`config.mk`:
```
export PLATFORM = sky130hd
export DESIGN_NAME = serial_parity_link_interface
export DESIGN_NICKNAME = d
export VERILOG_FILES = /design/src/hw/rtl/spli_pkg.sv /design/src/hw/rtl/spli_rx.sv /design/src/hw/rtl/spli_tx.sv /design/src/hw/rtl/serial_parity_link_interface.sv
export SDC_FILE = /design/constraint.sdc
export NUM_CORES = 1
export LEC_CHECK = 0
export BUFFER_PORTS_ARGS = -buffer_cell sky130_fd_sc_hd__buf_4
export CORE_UTILIZATION = 61
export DETAILED_ROUTE_END_ITERATION = 16
export PLACE_DENSITY_LB_ADDON = 0.3
export SYNTH_ARGS = -nofsm -noshare
export SYNTH_HDL_FRONTEND = slang
export SYNTH_SLANG_ARGS = --single-unit
```
`constraint.sdc`:
```
create_clock -name clk -period 4.46 [get_ports clk]
set_input_delay 0.446 -clock clk [delete_from_list [all_inputs] [get_ports clk]]
set_output_delay 0.446 -clock clk [all_outputs]
set_load 0.02 [all_outputs]
```
`src/hw/rtl/spli_pkg.sv`:
```
package spli_pkg;

  localparam int BYTES_PER_WORD = 4;
  localparam int FRAME_BITS     = 9;
  localparam int BYTE_BITS      = 8;
  localparam int TX_W           = BYTES_PER_WORD * BYTE_BITS;
  localparam int BYTE_CW        = (BYTES_PER_WORD > 1) ? $clog2(BYTES_PER_WORD) : 1;
  localparam int FRAME_CW       = $clog2(FRAME_BITS + 1);

  typedef enum logic [1:0] {
    FUNC_RX_BIT = 2'd0,
    FUNC_RX_END = 2'd1,
    FUNC_SEND   = 2'd2,
    FUNC_NONE   = 2'd3
  } func_t;

  localparam logic KIND_TX_BIT = 1'b0;
  localparam logic KIND_REPORT = 1'b1;

  typedef struct packed {
    logic [1:0]  func;
    logic        rx_bit;
    logic [31:0] tx_word;
  } in_t;

  typedef struct packed {
    logic        kind;
    logic        tx_bit;
    logic [31:0] rx_word;
    logic        rx_failed;
    logic        last;
  } out_t;

  typedef struct packed {
    logic        valid;
    logic        line_bit;
    logic        last;
  } tx_beat_t;

  typedef struct packed {
    logic [31:0] word;
    logic        failed;
  } rx_stat_t;

endpackage

```
`src/hw/rtl/spli_rx.sv`:
```
module spli_rx (
  input  logic              clk,
  input  logic              rst_n,
  input  logic              take,
  input  logic [1:0]        func,
  input  logic              rx_bit,
  output spli_pkg::rx_stat_t stat
);
  import spli_pkg::*;

  logic [31:0]         word_r, word_nxt;
  logic [FRAME_CW-1:0] cnt_r, cnt_nxt;
  logic                par_r, par_nxt;
  logic                fail_r, fail_nxt;
  logic [FRAME_CW-1:0] cnt_inc;
  logic                par_inc;

  assign cnt_inc = cnt_r + FRAME_CW'(1);
  assign par_inc = par_r ^ rx_bit;

  always_comb begin
    word_nxt = word_r;
    cnt_nxt  = cnt_r;
    par_nxt  = par_r;
    fail_nxt = fail_r;
    if (take) begin
      case (func)
        FUNC_RX_BIT: begin
          if (!fail_r) begin
            if (cnt_inc == FRAME_CW'(FRAME_BITS)) begin
              // parity bit closes the frame
              if (par_inc) begin
                fail_nxt = 1'b1;
                word_nxt = '0;
              end
              par_nxt = 1'b0;
              cnt_nxt = '0;
            end else begin
              par_nxt  = par_inc;
              cnt_nxt  = cnt_inc;
              word_nxt = {word_r[30:0], rx_bit};
            end
          end
        end
        FUNC_RX_END: begin
          cnt_nxt  = '0;
          par_nxt  = 1'b0;
          fail_nxt = 1'b0;
        end
        default: begin
        end
      endcase
    end
  end

  always_ff @(posedge clk) begin
    if (!rst_n) begin
      word_r <= '0;
      cnt_r  <= '0;
      par_r  <= 1'b0;
      fail_r <= 1'b0;
    end else begin
      word_r <= word_nxt;
      cnt_r  <= cnt_nxt;
      par_r  <= par_nxt;
      fail_r <= fail_nxt;
    end
  end

  assign stat.word   = word_r;
  assign stat.failed = fail_r;

endmodule

```
`src/hw/rtl/spli_tx.sv`:
```
module spli_tx (
  input  logic                clk,
  input  logic                rst_n,
  input  logic                load,
  input  logic [31:0]         word,
  input  logic                adv,
  output logic                busy,
  output spli_pkg::tx_beat_t  beat
);
  import spli_pkg::*;

  logic [TX_W-1:0]     shift_r;
  logic [BYTE_CW-1:0]  byte_r;
  logic [FRAME_CW-1:0] bit_r;
  logic                busy_r;
  logic [7:0]          cur_byte;
  logic                par_slot;
  logic                last_beat;

  assign cur_byte  = shift_r[TX_W-1 -: BYTE_BITS];
  assign par_slot  = (bit_r == FRAME_CW'(FRAME_BITS - 1));
  assign last_beat = par_slot && (byte_r == BYTE_CW'(BYTES_PER_WORD - 1));

  always_ff @(posedge clk) begin
    if (!rst_n) begin
      busy_r <= 1'b0;
      byte_r <= '0;
      bit_r  <= '0;
    end else if (load) begin
      busy_r  <= 1'b1;
      byte_r  <= '0;
      bit_r   <= '0;
      shift_r <= TX_W'(word);
    end else if (busy_r && adv) begin
      if (par_slot) begin
        // advance to the next byte
        bit_r   <= '0;
        byte_r  <= byte_r + BYTE_CW'(1);
        shift_r <= shift_r << BYTE_BITS;
        if (last_beat) busy_r <= 1'b0;
      end else begin
        bit_r <= bit_r + FRAME_CW'(1);
      end
    end
  end

  assign busy          = busy_r;
  assign beat.valid    = busy_r;
  assign beat.last     = last_beat;
  assign beat.line_bit = par_slot ? (^cur_byte) : cur_byte[3'd7 - bit_r[2:0]];

endmodule

```
`src/hw/rtl/serial_parity_link_interface.sv`:
```
// Serial link interface with even parity, one line bit per beat.
//
// Input channel (in_valid / in_stall / in_data): each beat carries a func
// code. A received bit sample updates the receive frame state and gives no
// result. An end-of-reception beat gives one report beat with the received
// word and the failure flag. A send beat gives 9 * BYTES_PER_WORD line-bit
// beats (36 by default), bytes MSB first, each byte followed by its
// even-parity bit; the final one has last set. Code 3 is dropped.
//
// Output channel (out_valid / out_stall / out_data) is fed from a result
// register. A report passes through the input and result registers; a send
// goes via the input register and serializer to the result register.
// Throughput: one input beat per cycle for samples and reports unless input
// stalls; a send occupies the serializer until its last line bit is taken,
// while the input register holds the next beat.
//
// Reset (rst_n low, synchronous) clears the receive word, frame count,
// parity and failure flag, and empties the input and result registers.
// While the receiver stalls, the result beat holds and bit samples drain
// if the serializer is idle; a held report or busy serializer stalls input.
module serial_parity_link_interface (
  input  logic           clk,
  input  logic           rst_n,
  input  logic           in_valid,
  output logic           in_stall,
  input  spli_pkg::in_t  in_data,
  output logic           out_valid,
  input  logic           out_stall,
  output spli_pkg::out_t out_data
);
  import spli_pkg::*;

  in_t      in_r;
  logic     in_valid_r;
  out_t     out_r;
  logic     out_valid_r;
  logic     out_open;
  logic     consume;
  logic     tx_busy;
  logic     tx_load;
  tx_beat_t tx_beat;
  rx_stat_t rx_stat;

  // Result register can take a new beat when empty or being drained.
  assign out_open = !out_valid_r || !out_stall;

  // Consume the held beat unless the serializer is busy or a report has
  // nowhere to go.
  assign consume  = in_valid_r && !tx_busy &&
                    ((in_r.func != FUNC_RX_END) || out_open);
  assign in_stall = in_valid_r && !consume;
  assign tx_load  = consume && (in_r.func == FUNC_SEND);

  always_ff @(posedge clk) begin
    if (!rst_n) begin
      in_valid_r <= 1'b0;
    end else if (in_valid && !in_stall) begin
      in_valid_r <= 1'b1;
      in_r       <= in_data;
    end else if (consume) begin
      in_valid_r <= 1'b0;
    end
  end

  spli_rx u_rx (
    .clk    (clk),
    .rst_n  (rst_n),
    .take   (consume),
    .func   (in_r.func),
    .rx_bit (in_r.rx_bit),
    .stat   (rx_stat)
  );

  spli_tx u_tx (
    .clk   (clk),
    .rst_n (rst_n),
    .load  (tx_load),
    .word  (in_r.tx_word),
    .adv   (out_open),
    .busy  (tx_busy),
    .beat  (tx_beat)
  );

  // Load the result register: serializer beats first, then reports.
  always_ff @(posedge clk) begin
    if (!rst_n) begin
      out_valid_r <= 1'b0;
    end else if (out_open) begin
      if (tx_beat.valid) begin
        out_valid_r     <= 1'b1;
        out_r.kind      <= KIND_TX_BIT;
        out_r.tx_bit    <= tx_beat.line_bit;
        out_r.rx_word   <= '0;
        out_r.rx_failed <= 1'b0;
        out_r.last      <= tx_beat.last;
      end else if (consume && (in_r.func == FUNC_RX_END)) begin
        out_valid_r     <= 1'b1;
        out_r.kind      <= KIND_REPORT;
        out_r.tx_bit    <= 1'b0;
        out_r.rx_word   <= rx_stat.word;
        out_r.rx_failed <= rx_stat.failed;
        out_r.last      <= 1'b1;
      end else begin
        out_valid_r <= 1'b0;
      end
    end
  end

  assign out_valid = out_valid_r;
  assign out_data  = out_r;

endmodule

```
======== Yosys cells after proc, flatten, opt, wreduce, memory -nomap -nowiden ========
Index checks and enable logic that the tools add are counted.
word-level totals
  output and inout bits ................... 38
  input bits .............................. 39
  logic and storage cells ................. 95
  bits in registers ....................... 150
cells by class
  equal/unequal tests ..................... 8
  bitwise operators ....................... 3
  $add $sub $neg .......................... 4
  reduce and logical (&&, ||, !) cells .... 32
  multiplexer cells ....................... 29
  order comparisons ....................... 1
operator list
  kind                                                        count
  2-to-1 mux 32 bit                                           5
  2-to-1 mux 36 bit                                           1
  2-to-1 mux 35 bit                                           1
  2-to-1 mux 1 bit                                            15
  2-to-1 mux 4 bit                                            3
  AND reduction 3 bit                                         4
  nonzero test 2 bit                                          6
  adder 4 x 1 -> 4 bit, second input constant                 2
  == test 4 bit, second input constant                        2
  logical AND 1 bit                                           8
  one-hot mux 4 bit (2 select lines)                          1
  parity 8 bit                                                1
  AND reduction 2 bit                                         3
  logical NOT 1 bit                                           5
  == test 2 bit, second input constant                        2
  less-than comparator 3 x 4 -> 1 bit, second input constant  1
  != test 2 x 1 -> 1 bit, second input constant               2
  one-hot mux 1 bit (2 select lines)                          2
  AND reduction 4 bit                                         1
  binary-select mux 1 bit (select 3 bit)                      1
  subtractor 3 bit, first input constant                      1
  adder 2 x 1 -> 2 bit, second input constant                 1
  == test 2 x 1 -> 1 bit, second input constant               1
  logical NOT 2 bit                                           1
  other kinds (5)                                             7

======== Logic depth before layout (Yosys ltp) ========
  word-level depth ........................ 9
  gate-level depth with buffers ........... 8

======== Modules after synthesis ========
A second synthesis with hierarchy kept.
unflattened totals
  cells, all modules ...................... 409
  area, all modules ....................... 5815.6 um^2
modules (own cells, without submodules)
  module                        area each (um^2)  instances  cells each
  serial_parity_link_interface  2526.2            1          127
  spli_tx                       1781.7            1          121
  spli_rx                       1507.7            1          161

======== Worst setup path after synthesis ========
OpenSTA, ideal clock, no wires.
  path kind ............................... flip-flop to flip-flop
  from .................................... register in_r[33] in the netlist's numbering
  to ...................................... register in_r[0] in the netlist's numbering, enable pin
  stages on the path, launching flop included .. 5
  required time ........................... 4.033 ns
  setup slack ............................. 1.574 ns
  data arrival time ....................... 2.459 ns
  library setup time ...................... 0.427 ns
  path buffers ............................ 0
  cell sequence ........................... edfxtp_1 nor2b_1 a31oi_1 nor2b_1 nor2_1
on the way
  cells in the longest elaborated chain, start to end .. 8
RTL lines
  what                                  line                                source
  from (decl)                           serial_parity_link_interface.sv:33  in_t in_r;
  from (signal assigned)                serial_parity_link_interface.sv:59  in_r <= in_data;
  != test 2 x 1 -> 1 bit                serial_parity_link_interface.sv:50  ((in_r.func != FUNC_RX_END) || out_open);
  logical OR 1 bit                      serial_parity_link_interface.sv:50
  logical AND 1 bit                     serial_parity_link_interface.sv:49  assign consume = in_valid_r && !tx_busy &&
  logical NOT 1 bit                     serial_parity_link_interface.sv:51  assign in_stall = in_valid_r && !consume;
  logical AND 1 bit                     serial_parity_link_interface.sv:51
  net in_stall                          serial_parity_link_interface.sv:25  output logic in_stall,
  logical NOT 1 bit                     serial_parity_link_interface.sv:57  end else if (in_valid && !in_stall) begin
  logical AND 1 bit                     serial_parity_link_interface.sv:57
  AND reduction 2 bit (no source line)  --
The timed path passes the listed nets, and every way through them passes these cells.
A chain may end at the register's enable or synchronous reset.

======== Worst setup path in the final report ========
  from .................................... register u_tx.busy_r (netlist: u_tx.busy)
  to ...................................... register u_rx.word_r[27]
on the way
  cells in the longest elaborated chain, start to end .. 4
RTL lines
  what                                  line                                source
  from (decl)                           spli_tx.sv:15                       logic busy_r;
  from (signal assigned)                spli_tx.sv:26                       busy_r <= 1'b0;
  from (signal assigned)                spli_tx.sv:30                       busy_r <= 1'b1;
  from (signal assigned)                spli_tx.sv:40                       if (last_beat) busy_r <= 1'b0;
  logical NOT 1 bit                     serial_parity_link_interface.sv:49
  logical AND 1 bit (2 in series)       serial_parity_link_interface.sv:49
  AND reduction 4 bit (no source line)  --
  to (signal assigned)                  spli_rx.sv:63                       word_r <= word_nxt;
  to (decl)                             spli_rx.sv:11                       logic [31:0] word_r, word_nxt;
No other way between the ends.

==> impl_metrics.env <==
export IMPL_status="finished with violations"
export IMPL_violations="DRC"
export IMPL_startpoint_type="register"
export IMPL_drt_total_wl_um=9510
export IMPL_max_cap_violations=0
export IMPL_period_needed_ps=2790
export IMPL_dieWidth_um=98.0
export IMPL_drive_gt1_share_pct=31.5
export IMPL_finalHoldViolations=0
export IMPL_synthArstFlopShare_pct=0
export IMPL_worstPathCellList="buf_4 > or3b_4 > nor3_1 > and3_1 > a22o_1"
export IMPL_pre_cts_ws_ps=1750
export IMPL_grt_ovfl_total=0
export IMPL_synth_warnings=0
export IMPL_post_route_period_util_pct=62.5
export IMPL_holdCritPathClass="in2reg"
export IMPL_power_per_cell_area_nw_per_um2=438
export IMPL_path_max_fanout=43
export IMPL_grt_max_degree=44
export IMPL_vias_per_cell=5.67
export IMPL_final_area_um2=6890
export IMPL_grt_first_pass_wirelength_um=15400
export IMPL_cts_buffers_inserted=17
export IMPL_cts_buffer_depth=2
export IMPL_vias=3236
export IMPL_ff2ff_setup_slack_ps=1670
export IMPL_grt_pass1_vias=3206
export IMPL_wire_per_inst_um=16.7
export IMPL_final_cell_mix="103 x edfxtp_1, 79 x buf_4, 47 x dfxtp_1, 37 x nor2b_1, 32 x a22o_1"
export IMPL_ctsHoldBuffers=0
export IMPL_max_freq_ghz=0.359
export IMPL_rows=34
export IMPL_worst_path_max_delay_cell="and3_1"
export IMPL_worst_pin_slew_ps=1220
export IMPL_clk_latency_ps=520
export IMPL_crit_required_ps=4920
export IMPL_cp_slowest_stage_delay_ps=1040
export IMPL_dieHeight_um=98.0
export IMPL_antenna_cells=0
export IMPL_setup_ws_ps=1670
export IMPL_post_cts_setup_buffer_count=0
export IMPL_area_growth_pct=22.7
export IMPL_clk_pin_slew_ps=70
export IMPL_h_tree_depth=4
export IMPL_crit_type="reg2reg"
export IMPL_syn_avg_cell_area_um2=15.3
export IMPL_grt_antenna_before_repair=0
export IMPL_root_buffer="clkbuf_8"
export IMPL_cts_resized=0
export IMPL_rsz0062_at_grt="false"
export IMPL_arrival_ps=3250
export IMPL_p_leak_nw=2.54
export IMPL_track_usage_pct=21.2
export IMPL_synth_edf_count=103
export IMPL_antenna_left=0
export IMPL_clock_sinks=150
export IMPL_drc=6
export IMPL_io_pins=77
export IMPL_vdd_drop_max_uv=327
export IMPL_final_common_cell="edfxtp_1"
export IMPL_synth_seq_cells=150
export IMPL_placed_cell_area_um2=6300
export IMPL_start_util_pct=63.8
export IMPL_routabilityCongestion=0.819
export IMPL_synth_ff_type="edfxtp_1"
export IMPL_dp_hpwl_um=5760
export IMPL_skew_ps=10.4
export IMPL_cts_tree="built"
export IMPL_core_area_um2=8810
export IMPL_syn_nets=412
export IMPL_final_setup_viol_count=0
export IMPL_fin_tns_setup_ps=0
export IMPL_synthCells=368
export IMPL_io_buffers=76
export IMPL_ys_types=39
export IMPL_syn_area_um2=5620
export IMPL_drt_iter0_drc=228
export IMPL_worst_hold_slack_ps=98.2
export IMPL_drtPass1Iterations=11
export IMPL_nets=494
export IMPL_slew_headroom_pct=18.6
export IMPL_slew_violations=0
export IMPL_worstSetupEndpointType="register"
export IMPL_yosysSeqAreaShare_pct=71.8
export IMPL_die_area_um2=9600
-- final cells by class --
| cell class | instances | area, µm² |
|---|---|---|
| flip-flops and latches | 150 | 4030 |
| clock buffers | 18 | 428 |
| inverters | 7 | 26.3 |
| clock inverters | 14 | 163 |
| fillers | 491 | 1920 |
| repair buffers | 79 | 593 |
| multi-input cells | 195 | 1510 |
| well taps | 108 | 135 |
-- report_power, final --
group,internal (mW),switching [mW]
Combinational,0.0468,0.0559
Sequential,1.51,0.0111
Clock,0.824,0.567
Total,2.38,0.634
-- stage by stage --
stage | utilization [%] | power, mW | instances
floorplan | - | 1.60 | 368
global placement | 71.5 | 1.65 | 539
detailed placement | 71.5 | 1.65 | 539
CTS | 78.2 | 3.03 | 571
global route | 78.2 | 3.10 | 571
finish | 78.2 | 3.01 | 571
-- cells in the mapped netlist (3+ instances only) --
master,n,share of area [%]
xnor2_1,9,1.4
a22o_1,32,5.0
edfxtp_1,103,55
inv_1,7,0.47
and2_1,9,1.0
o21a_1,3,0.40
and3_1,3,0.33
a21boi_0,3,0.40
nor2_1,9,0.60
nor3_1,5,0.45
o21ai_0,6,0.53
a31oi_1,3,0.33
dfxtp_1,47,17
buf_2,4,0.36
nor2b_1,37,4.1
a21oi_1,7,0.62
nand3_1,3,0.27
nand2_1,12,0.80
clkbuf_1,11,0.74
ha_1,5,1.1
mux2i_1,3,0.53
mux2_2,24,4.8
-- flip-flops by register name, indices dropped and copies added, names as in the netlist, 2 cells and up --
register / flops
u_tx.byte_r: 2
u_rx.cnt_r: 4
u_tx.shift_r: 32
out_data: 36
u_tx.bit_r: 4
in_r: 35
u_rx.word_r: 32
-- final timing paths --
kind,from,endpoint,depth (start not counted)
hold reg to reg,u_rx.word_r[31],u_rx.word_r[31],1
setup / recovery,u_tx.busy,u_rx.word_r[27],5
setup reg to reg,u_tx.busy,u_rx.word_r[27],5
hold / removal,in_data[22],in_r[22],1
-- layer usage --
| metal | GRT usage (%) | vias up | share of wire, % |
|---|---|---|---|
| met4 | 9.09 | 0 | 1.0 |
| met5 | 0 | - | 0 |
| met1 | 28.0 | 1593 | 44 |
| met2 | 34.1 | 96 | 50 |
| met3 | 4.65 | 11 | 4.1 |
| li1 | - | 1536 | - |
-- worst max-delay path: cells and delay by family, from the launching register on --
kind	cells	cell delay [ps]
simple gates	3	1840
buf+inv	1	260
flops	1	310
compound gates	1	300
-- cells by family after synthesis --
logic type / share of synthesized area, %
flip-flops: 71.8
multiplexers: 6.15
AO/OA/AOI/OAI: 8.80
AND/OR/NAND/NOR: 8.93
XOR/XNOR: 1.56
adder cells (fa/ha/maj): 1.11
buffers and inverters: 1.63
(Power assumes the default switching activity.)
